--- src/rtl/dmc_pkg.sv ---
// Shared constants and types for the direct-mapped cache.
`timescale 1ns / 1ps
package dmc_pkg;

  localparam int ADDR_W     = 12;
  localparam int DATA_W     = 8;
  localparam int CNT_W      = 32;
  localparam int LINE_BYTES = 16;
  localparam int NUM_LINES  = 8;
  localparam int MEM_BYTES  = 4096;
  localparam int OFS_W      = $clog2(LINE_BYTES);
  localparam int LINE_W     = $clog2(NUM_LINES);
  localparam int TAG_W      = ADDR_W - OFS_W - LINE_W;
  localparam int MEM_AW     = $clog2(MEM_BYTES);
  localparam int CFG_IDX_W  = 2;

  localparam logic [CFG_IDX_W-1:0] CFG_HIT_CYCLES   = CFG_IDX_W'(0);
  localparam logic [CFG_IDX_W-1:0] CFG_MISS_PENALTY = CFG_IDX_W'(1);

  localparam logic [DATA_W-1:0] HIT_CYCLES_RST   = 8'd1;
  localparam logic [DATA_W-1:0] MISS_PENALTY_RST = 8'd20;

  typedef enum logic {
    REQ_LOAD   = 1'b0,
    REQ_ACCESS = 1'b1
  } req_kind_t;

  // Command into the line store (tag memory, valid bits, line data memory)
  typedef struct packed {
    logic              tag_rd_en;
    logic              tag_wr_en;
    logic              data_rd_en;
    logic              data_wr_en;
    logic [LINE_W-1:0] line;
    logic [OFS_W-1:0]  ofs;
    logic [TAG_W-1:0]  tag;
    logic [DATA_W-1:0] wr_byte;
  } line_cmd_t;

  typedef struct packed {
    logic              valid;
    logic [TAG_W-1:0]  tag;
    logic [DATA_W-1:0] rd_byte;
  } line_rsp_t;

  // Single port of the backing memory
  typedef struct packed {
    logic              en;
    logic              we;
    logic [MEM_AW-1:0] addr;
    logic [DATA_W-1:0] wdata;
  } mem_cmd_t;

  typedef struct packed {
    logic              hit;
    logic [DATA_W-1:0] read_data;
    logic [CNT_W-1:0]  access_count;
    logic [CNT_W-1:0]  miss_count;
    logic [CNT_W-1:0]  elapsed_time;
  } result_t;

endpackage

--- src/rtl/dmc_ctrl.sv ---
// Request sequencer: lookup, line fill, and saturating statistics counters.
`timescale 1ns / 1ps
module dmc_ctrl
  import dmc_pkg::*;
(
  input  logic              clk,
  input  logic              rst,
  input  logic              req_valid,
  output logic              req_ready,
  input  logic              req_kind,
  input  logic [ADDR_W-1:0] req_addr_in,
  input  logic [DATA_W-1:0] req_wdata,
  input  logic [DATA_W-1:0] hit_cycles,
  input  logic [DATA_W-1:0] miss_penalty,
  output line_cmd_t         line_cmd,
  input  line_rsp_t         line_rsp,
  output mem_cmd_t          mem_cmd,
  input  logic [DATA_W-1:0] mem_rdata,
  output logic              res_valid,
  input  logic              res_ready,
  output result_t           res
);

  typedef enum logic [1:0] {
    S_IDLE,
    S_LOOKUP,
    S_FILL,
    S_RESP
  } state_t;

  state_t             state;
  logic [ADDR_W-1:0]  req_addr;
  logic               is_access;
  logic               hit_q;
  logic [DATA_W-1:0]  rdata_q;
  logic [OFS_W-1:0]   fcnt;
  logic [CNT_W-1:0]   acc_total;
  logic [CNT_W-1:0]   miss_total;
  logic [CNT_W-1:0]   time_total;

  logic [CNT_W-1:0]   acc_next;
  logic [CNT_W-1:0]   miss_next;
  logic [CNT_W-1:0]   time_next;
  logic [CNT_W:0]     acc_sum;
  logic [CNT_W:0]     miss_sum;
  logic [CNT_W+1:0]   time_sum;

  logic [TAG_W-1:0]   req_tag;
  logic [LINE_W-1:0]  req_line;
  logic [OFS_W-1:0]   req_ofs;
  logic               hit_now;
  logic               accept;
  logic               fill_last;
  logic               fire;
  logic               res_hit;

  assign req_tag   = req_addr[ADDR_W-1 -: TAG_W];
  assign req_line  = req_addr[OFS_W +: LINE_W];
  assign req_ofs   = req_addr[OFS_W-1:0];
  assign hit_now   = line_rsp.valid && (line_rsp.tag == req_tag);
  assign req_ready = (state == S_IDLE);
  assign accept    = req_valid && req_ready;
  assign fill_last = (fcnt == OFS_W'(LINE_BYTES - 1));
  assign res_valid = ((state == S_LOOKUP) && hit_now) || (state == S_RESP);
  assign fire      = res_valid && res_ready;
  assign res_hit   = (state == S_LOOKUP) ? 1'b1 : hit_q;

  // Saturating statistics; the sum of two adds saturates the same as two steps.
  always_comb begin
    acc_sum  = {1'b0, acc_total} + (CNT_W + 1)'(1);
    miss_sum = {1'b0, miss_total} + (CNT_W + 1)'(1);
    time_sum = {2'b00, time_total} + (CNT_W + 2)'(hit_cycles)
             + (res_hit ? (CNT_W + 2)'(0) : (CNT_W + 2)'(miss_penalty));
    acc_next  = acc_total;
    miss_next = miss_total;
    time_next = time_total;
    if (is_access) begin
      acc_next  = acc_sum[CNT_W] ? '1 : acc_sum[CNT_W-1:0];
      time_next = (time_sum[CNT_W+1:CNT_W] != 2'b00) ? '1 : time_sum[CNT_W-1:0];
      if (!res_hit) begin
        miss_next = miss_sum[CNT_W] ? '1 : miss_sum[CNT_W-1:0];
      end
    end
  end

  always_comb begin
    res.hit          = res_hit;
    res.read_data    = (state == S_LOOKUP) ? line_rsp.rd_byte : rdata_q;
    res.access_count = acc_next;
    res.miss_count   = miss_next;
    res.elapsed_time = time_next;
  end

  always_comb begin
    line_cmd = '0;
    mem_cmd  = '0;
    case (state)
      S_IDLE: begin
        line_cmd.tag_rd_en  = accept && (req_kind == REQ_ACCESS);
        line_cmd.data_rd_en = accept && (req_kind == REQ_ACCESS);
        line_cmd.line       = req_addr_in[OFS_W +: LINE_W];
        line_cmd.ofs        = req_addr_in[OFS_W-1:0];
        mem_cmd.en          = accept && (req_kind == REQ_LOAD);
        mem_cmd.we          = 1'b1;
        mem_cmd.addr        = req_addr_in[MEM_AW-1:0];
        mem_cmd.wdata       = req_wdata;
      end
      S_LOOKUP: begin
        // fetch the first byte of the block on a miss
        mem_cmd.en   = !hit_now;
        mem_cmd.addr = {req_tag, req_line, OFS_W'(0)};
      end
      S_FILL: begin
        line_cmd.data_wr_en = 1'b1;
        line_cmd.tag_wr_en  = fill_last;
        line_cmd.line       = req_line;
        line_cmd.ofs        = fcnt;
        line_cmd.tag        = req_tag;
        line_cmd.wr_byte    = mem_rdata;
        mem_cmd.en          = !fill_last;
        mem_cmd.addr        = {req_tag, req_line, fcnt + OFS_W'(1)};
      end
      default: begin
      end
    endcase
  end

  always_ff @(posedge clk) begin
    if (rst) begin
      state      <= S_IDLE;
      acc_total  <= '0;
      miss_total <= '0;
      time_total <= '0;
    end else begin
      if (fire) begin
        acc_total  <= acc_next;
        miss_total <= miss_next;
        time_total <= time_next;
      end
      case (state)
        S_IDLE: begin
          if (accept) begin
            req_addr  <= req_addr_in;
            is_access <= (req_kind == REQ_ACCESS);
            hit_q     <= 1'b0;
            rdata_q   <= '0;
            state     <= (req_kind == REQ_ACCESS) ? S_LOOKUP : S_RESP;
          end
        end
        S_LOOKUP: begin
          if (hit_now) begin
            hit_q   <= 1'b1;
            rdata_q <= line_rsp.rd_byte;
            state   <= res_ready ? S_IDLE : S_RESP;
          end else begin
            fcnt  <= '0;
            state <= S_FILL;
          end
        end
        S_FILL: begin
          if (fcnt == req_ofs) begin
            rdata_q <= mem_rdata;
          end
          if (fill_last) begin
            state <= S_RESP;
          end else begin
            fcnt <= fcnt + OFS_W'(1);
          end
        end
        S_RESP: begin
          if (res_ready) begin
            state <= S_IDLE;
          end
        end
        default: begin
          state <= S_IDLE;
        end
      endcase
    end
  end

  a_miss_le_access: assert property (@(posedge clk) disable iff (rst)
    miss_total <= acc_total)
    else $error("miss count exceeds access count");

  a_time_monotonic: assert property (@(posedge clk) disable iff (rst)
    1'b1 |=> time_total >= $past(time_total))
    else $error("elapsed time decreased");

  a_fill_from_lookup: assert property (@(posedge clk) disable iff (rst)
    (state == S_FILL) && ($past(state) != S_FILL) |-> $past(state) == S_LOOKUP)
    else $error("line fill started outside a lookup");

  a_result_held: assert property (@(posedge clk) disable iff (rst)
    (state == S_RESP) && !res_ready |=> (state == S_RESP) && $stable(res))
    else $error("pending result dropped or changed");

endmodule

--- config.mk ---
export PLATFORM = sky130hd
export DESIGN_NAME = dmc_ctrl
export DESIGN_NICKNAME = d
export VERILOG_FILES = /design/src/rtl/dmc_pkg.sv /design/src/rtl/dmc_ctrl.sv
export SDC_FILE = /design/constraint.sdc
export NUM_CORES = 1
export LEC_CHECK = 0
export BUFFER_PORTS_ARGS = -buffer_cell sky130_fd_sc_hd__buf_2
export CORE_MARGIN = 3
export CORE_UTILIZATION = 42
export CTS_BUF_LIST = sky130_fd_sc_hd__clkbuf_8 sky130_fd_sc_hd__clkbuf_16
export DETAILED_ROUTE_END_ITERATION = 16
export HOLD_SLACK_MARGIN = 0.08
export PLACE_DENSITY = 0.69
export SETUP_SLACK_MARGIN = 0.15
export SKIP_CTS_REPAIR_TIMING = 1
export SYNTH_ARGS = -nofsm -noshare
export SYNTH_HDL_FRONTEND = slang
export SYNTH_SLANG_ARGS = --single-unit
--- constraint.sdc ---
create_clock -name clk -period 6.1 [get_ports clk]
set_input_delay 0.915 -clock clk [delete_from_list [all_inputs] [get_ports clk]]
set_output_delay 0.915 -clock clk [all_outputs]
set_load 0.02 [all_outputs]
# --- After elaboration in Yosys (flattened, before gate mapping) ---
# Index checks and enable logic that the tools add are counted.
totals:
  inputBits: 63
  word_cells: 84
  reg_bits: 124
classes:
  mux: 36
  n_reduce_logical: 19
  bitwise: 2
  add_sub_neg: 5
  eq_ne: 13
op_table:
  columns: ["operator", "n"]
  rows:
  - ["two-way mux 32 bit", 7]
  - ["adder 32 x 1 -> 33 bit (second input constant)", 2]
  - ["two-way mux 8 bit", 6]
  - ["case mux 12 bit (3 select lines)", 1]
  - ["adder 33 x 8 -> 34 bit", 1]
  - ["adder 32 x 8 -> 33 bit", 1]
  - ["case mux 8 bit (3 select lines)", 1]
  - ["case mux 7 bit (2 select lines)", 1]
  - ["two-way mux 13 bit", 1]
  - ["two-way mux 2 bit", 6]
  - ["inequality test 2 bit (second input constant)", 6]
  - ["two-way mux 4 bit", 2]
  - ["case mux 2 bit (4 select lines)", 1]
  - ["case mux 4 bit (2 select lines)", 1]
  - ["AND reduction 4 bit", 2]
  - ["two-way mux 1 bit", 7]
  - ["logical AND 1 bit", 6]
  - ["AND reduction 3 bit", 2]
  - ["nonzero test 2 bit", 3]
  - ["== test 5 bit", 1]
  - ["AND reduction 5 bit", 1]
  - ["adder 4 x 1 -> 4 bit (second input constant)", 1]
  - ["== test 2 bit (second input constant)", 2]
  - ["== test 4 bit", 1]
  - ["other kinds (10)", 12]

# --- Longest topological paths before layout ---
# Gate-level depths: netlist of run 1.
depth:
  word_depth: 7
  depth_mapped: 16

# --- Worst setup path before layout of run 1 ---
# OpenSTA, ideal clock, no wires.
synth_path:
  path_kind: "register -> output"
  startpoint: "reg state[1]"
  endpoint: "out res[19] in the netlist's numbering"
  n_path_buf: 2
  slack_ns: 1.711
  arrival_time_ns: 3.474
  stages_incl_launch_ff: 16
  cell_sequence: "dfxtp_1 > inv_1 > ha_1 > buf_6 > nor2_2 > and2_1 > fa_1 > ha_1 > fa_1 > a211oi_1 > o211ai_1 > and3_1 > clkbuf_1 > and3_1 > xnor2_1 > nand2_1"
synth_lines:
  columns: ["item", "line_no", "text"]
  rows:
  - ["start: declaration", "dmc_ctrl.sv:31", "state_t state;"]
  - ["start signal: assignment", "dmc_ctrl.sv:147", "state <= (req_kind == REQ_ACCESS) ? S_LOOKUP : S_RESP;"]
  - ["start signal: assignment", "dmc_ctrl.sv:154", "state <= res_ready ? S_IDLE : S_RESP;"]
  - ["end: declaration", "dmc_ctrl.sv:21", "output result_t res"]

==> flow_summary.json, run 1 <==
{
  "outcome": "completed",
  "clock-sinks": 124,
  "setup_violations": 0,
  "rr_worst_depth": 13,
  "synth-edff-count": 26,
  "ys_top_cells_by_area": "dfxtp_1 (22%), edfxtp_1 (8.6%), xnor2_1 (6.3%)",
  "n_antenna_cell": 0,
  "drtIter0Drc": 633,
  "wl_um": 26000,
  "num_rows": 53,
  "crit_type": "flip-flop to output pin",
  "ios": 216,
  "die_x_um": 153,
  "worstHoldPathCells": 1,
  "final_util": 0.511,
  "antenna_found_initial": 0,
  "vias": 8975,
  "cp_slowest_cell": "fa_1",
  "clockBufferDepth": 2,
  "postSynthCellCount": 1153,
  "drcViolationCount": 0,
  "synth_commonest_cells": "nand2_1 (146), nor2_1 (115), dfxtp_1 (98), a21oi_1 (89), xnor2_1 (65)",
  "wire_per_inst_um": 16.3,
  "min_to": "acc_total[17]",
  "cp_num_buf_inv": 2,
  "min_from": "acc_total[17]",
  "tns_ns": 0,
  "yosys_warnings": 0,
  "synth_area_per_cell_um2": 7.86,
  "vias_per_cell": 5.63,
  "synth.top_cell.area_share": 0.217,
  "grt_pass1_vias": 8523,
  "synth.largest_area_cell": "dfxtp_1",
  "power.density_nw_per_um2": 319,
  "track_usage": 0.217,
  "hold_path_class": "flip-flop to flip-flop",
  "ant_nets": 0,
  "regToRegEndpoint": "time_total[19]",
  "async_flop_share": 0,
  "grt_overflow": 0,
  "area_growth_pct": 18.9,
  "r2r_start": "state[1]",
  "netlist_area_um2": 9060,
  "synth_seq_cells": 124,
  "ir_drop_v": 0.000286,
  "portBuffers": 215,
  "final_nets": 1393,
  "synth_flop_cell": "dfxtp_1",
  "rsz0062_at_grt": "false",
  "synth.net_count": 1241,
  "worstPathMaxFanout": 10,
  "rrSetupSlack_ns": 2.10,
  "initial_utilization": 0.430,
  "grt_pass1_wl_um": 42500,
  "clock_skew_ns": 0.0136,
  "clk_latency_ns": 0.42,
  "routabilityCongestion": 0.822,
  "htree_levels": 4,
  "design_power_total_uw": 3440,
  "drt-pass1-iter-count": 5,
  "slew_violations": 0,
  "critPathLaunchType": "flip-flop",
  "cp_top_family": "adder cells",
  "grt_max_degree": 60,
  "ys_seq_area_frac": 0.303,
  "leakage_uw": 0.00468,
  "crit_path_end_kind": "output pin",
  "path_clk_slew_ns": 0.06,
  "cts_made_buffers": 17,
  "fin_crit_sh": 0.869,
  "hold_viol_final": 0,
  "max_stage_delay_ns": 0.44,
  "drive_gt1_frac": 0.228,
  "crit_chain": "inv_1 -> ha_1 -> nor2_2 -> and2_1 -> fa_1 -> ha_1 -> fa_1 -> a211oi_1 -> o211ai_1 -> and2_1 -> nand2_1 -> nor2_1 -> o21ai_0 -> buf_2",
  "core-area_um2": 21100,
  "relSlewSlack": 0.246,
  "dp.final_hpwl_um": 18400,
  "arrival_ns": 4.38,
  "chipHeight_um": 153,
  "dieArea_um2": 23400,
  "drv_cap": 0,
  "synth_most_common_cell": "nand2_1",
  "fin_crit_ns": 5.30,
  "cts_tree": "built",
  "worstPathRequired_ns": 5.18,
  "max_slew.worst_pin.slew_ns": 1.13,
  "fmax_ghz": 0.189,
  "root_buffer": "clkbuf_16",
  "synth.distinct_cells": 68
}
[cell usage in the layout, fill, tap and decap left out, drive strengths merged, types with 6 or more instances in the layout]
master  count
xor2       23
dfxtp      98
nor2      117
a21oi      90
a31oi      22
edfxtp     26
nor2b       6
a211oi     21
or3         8
a311oi     51
a22oi       8
nand4      32
xnor2      65
inv        45
clkbuf     17
and2       37
nor3       35
o21ai      36
fa          9
clkinv      6
and3       25
o21a       27
buf       226
nand3      37
nand2     148
nor4       10
o211ai      7
and4       18
ha         16
a21boi      8
[through the flow]
step	cell area, µm²	setup WS (ns)	hold slack [ns]	instances
final	10800	0.801	0.491	1593
after global routing	10800	0.481	0.507	1593
after CTS	10800	0.787	0.491	1593
after detailed placement	10100	1.27	0.484	1561
after global placement	10100	1.28	0.463	1561
after floorplan	9060	1.71	0.448	1153
[worst max path at each step]
stage | cells past startpoint | from | endpoint | slack [ns]
floorplan | 15 | state[1] | res[19] | 1.71
global placement | 14 | state[1] | res[15] | 1.28
detailed placement | 14 | state[1] | res[15] | 1.27
CTS | 14 | state[1] | res[15] | 0.79
global route | 14 | state[1] | res[19] | 0.48
finish | 14 | state[1] | res[15] | 0.80
[report_power, final]
part	switching, µW	internal (µW)
clock network	404	726
registers	39.0	909
logic	906	455
[metal layers]
layer / wire length (µm) / vias up / track usage
met4: 339 / 0 / 0.0607
li1: - / 4444 / -
met3: 1490 / 27 / 0.0453
met1: 11600 / 4205 / 0.276
met2: 12600 / 299 / 0.373
met5: 0 / - / 0
[registers in the layout (all words and copies together) (netlist names)]
register	cells
req_addr	12
acc_total	32
time_total	32
is_access	1
hit_q	1
rdata_q	8
state	2
fcnt	4
miss_total	32
[area by class of cell]
class / count / area [µm²]
Inverter: 43 / 161
Multi-Input combinational cell: 893 / 5710
Clock buffer: 17 / 425
Timing Repair Buffer: 226 / 1160
Sequential cell: 124 / 2740
Fill cell: 2077 / 10300
Clock inverter: 15 / 223
Tap cell: 275 / 344
[cells by family after synthesis]
kind of cell	after synthesis	share of synthesized area
adder cells (fa/ha/maj)	25	0.0420
buffers and inverters	136	0.0681
XOR/XNOR	88	0.0851
flip-flops	124	0.303
AND/OR/NAND/NOR	480	0.280
AO/OA/AOI/OAI	296	0.218
multiplexers	4	0.00456
No activity file was read; power rests on OpenSTA's default activity.
==> inputs of run 2 (changes only) <==
--- a/config.mk
+++ b/config.mk
@@ -8,9 +8,9 @@
 export BUFFER_PORTS_ARGS = -buffer_cell sky130_fd_sc_hd__buf_2
 export CORE_MARGIN = 3
-export CORE_UTILIZATION = 42
+export CORE_UTILIZATION = 59
 export CTS_BUF_LIST = sky130_fd_sc_hd__clkbuf_8 sky130_fd_sc_hd__clkbuf_16
 export DETAILED_ROUTE_END_ITERATION = 16
 export HOLD_SLACK_MARGIN = 0.08
-export PLACE_DENSITY = 0.69
+export PLACE_DENSITY = 0.91
 export SETUP_SLACK_MARGIN = 0.15
 export SKIP_CTS_REPAIR_TIMING = 1
==> constraint.sdc (replaced) <==
create_clock -name clk -period 6.1 [get_ports clk]
set_input_delay 0.305 -clock clk [delete_from_list [all_inputs] [get_ports clk]]
set_output_delay 0.305 -clock clk [all_outputs]
set_load 0.02 [all_outputs]
==> run 2 against run 1 <==
  * Fmax grew 1.6%
  * Sequential share of layout area grew 0.29 points
  * Die area shrank 28%
  * Sequential power is essentially flat
  * Critical path depth shrank 2
  * Clock skew shrank 0.0060 ns
  * Largest power group unchanged
  * Global-route usage grew 6.5 points
  * Via count grew 3.2%
  * Clock power shrank 8%
  * Critical endpoint unchanged
  * Combinational power is essentially flat
  * First-iteration DRC count grew 47%
  * Total power shrank 2.5%
==> flow_summary.json, run 2 (synthesis results as in run 1) <==
{
  "final.fill_count": 1135,
  "whs_ns": 0.0961,
  "num_rows": 44,
  "reg_top3": "acc_total: 32 flops, miss_total: 32 flops, time_total: 32 flops",
  "final_util": 0.722,
  "critPathLaunchType": "flip-flop",
  "design_power_total_uw": 3350,
  "area_growth_pct": 17.5,
  "initial_utilization": 0.614,
  "grt_max_degree": 56,
  "die_x_um": 130,
  "vias_per_cell": 6.15,
  "n_antenna_cell": 0,
  "clock_power_share": 0.311,
  "ant_nets": 0,
  "root_buffer": "clkbuf_16",
  "portBuffers": 215,
  "p_switching_uw": 1310,
  "ios": 216,
  "rsz0062_at_grt": "false",
  "drt-pass1-iter-count": 8,
  "leakage_uw": 0.00466,
  "clock_skew_ns": 0.00766,
  "slew_violations": 0,
  "use_met3": 0.0704,
  "crit_type": "flip-flop to output pin",
  "chipHeight_um": 130,
  "pwr-share-seq": 0.283,
  "dieArea_um2": 16900,
  "htree_levels": 4,
  "top_usage_layer": "met2",
  "drive_gt1_frac": 0.225,
  "power_frac_comb": 0.405,
  "max_slew.worst_pin.slew_ns": 1.08,
  "outcome": "completed",
  "clockBufferDepth": 2,
  "hold_viol_final": 0,
  "wire_per_inst_um": 16.3,
  "grt_pass1_vias": 8321,
  "power.density_nw_per_um2": 315,
  "switching_share": 0.391,
  "clk_latency_ns": 0.41,
  "ir_drop_v": 0.000311,
  "worstPathRequired_ns": 5.79,
  "path_clk_slew_ns": 0.06,
  "routabilityCongestion": 0.924,
  "final_nets": 1396,
  "drtIter0Drc": 929,
  "core-area_um2": 14800,
  "wl_um": 24600,
  "fin_crit_ns": 5.22,
  "fin_crit_sh": 0.855,
  "vias": 9261,
  "cts_made_buffers": 17,
  "track_usage": 0.282,
  "dp.final_hpwl_um": 17100,
  "hold_path_class": "primary input to flip-flop",
  "antenna_found_initial": 0,
  "p_int_uw": 2040,
  "final_common_cell": "buf_2",
  "crit_path_end_kind": "output pin",
  "grt_pass1_wl_um": 39000,
  "cts_tree": "built",
  "use_met1": 0.358,
  "grt_overflow": 0,
  "fmax_ghz": 0.192,
  "drv_cap": 0,
  "worstPathMaxFanout": 24,
  "arrival_ns": 4.91,
  "tns_ns": 0,
  "rr_worst_depth": 12,
  "setup_violations": 0,
  "final_cell_mix": "buf_2 (214), nand2_1 (146), nor2_1 (115)",
  "drcViolationCount": 0,
  "worstHoldPathCells": 1,
  "clock-sinks": 124,
  "grt_util_met2": 0.457,
  "relSlewSlack": 0.276
}
## run 2: final cells by class
type,instances,area [µm²],area share
Multi-Input combinational cell,893,5710,0.537
Sequential cell,124,2740,0.258
Timing Repair Buffer,229,1200,0.112
Clock buffer,17,425,0.0399
Tap cell,184,230,0.0216
Clock inverter,15,179,0.0168
Inverter,43,161,0.0152
## run 2: through the flow
| step | cells | instance area (µm²) | setup slack, ns |
|---|---|---|---|
| final | 1505 | 10600 | 0.883 |
| after global routing | 1505 | 10600 | 0.485 |
| after floorplan | 1153 | 9060 | 2.32 |
| after detailed placement | 1468 | 9990 | 1.42 |
| after global placement | 1468 | 9990 | 1.59 |
| after CTS | 1500 | 10600 | 0.943 |
## run 2: power groups by stage
stage | combinational [µW] | clock [µW] | sequential, µW
after floorplan | 987 | 0 | 953
after global placement | 1330 | 0 | 962
after detailed placement | 1350 | 0 | 966
after CTS | 1350 | 1050 | 950
after global routing | 1480 | 1100 | 955
final | 1360 | 1040 | 950
## run 2: routing by layer
metal  part of all wire  vias up
li1                   -     4448
met1               0.41     4258
met2               0.48      480
met3              0.081       75
met4              0.030        0
met5                  0        -
## run 2: critical path, stage by stage, from the launching register on
cell and delay, ns:
dfxtp_1 0.42, inv_1 0.09, ha_1 0.21, nor2_2 0.37, and2_1 0.21, fa_1 0.46
ha_1 0.33, a211oi_1 0.48, nor3_2 0.13, nor3_4 0.58, or3_1 0.80, o21ai_0 0.20
buf_2 0.22
## run 2: path summary, 6_finish.rpt
check	start	endpoint	slack, ns
setup / recovery	state[1]	res[15]	0.88
hold / removal	req_addr_in[4]	req_addr[4]	0.1
setup reg to reg	state[1]	time_total[11]	1.48
hold reg to reg	acc_total[17]	acc_total[17]	0.47
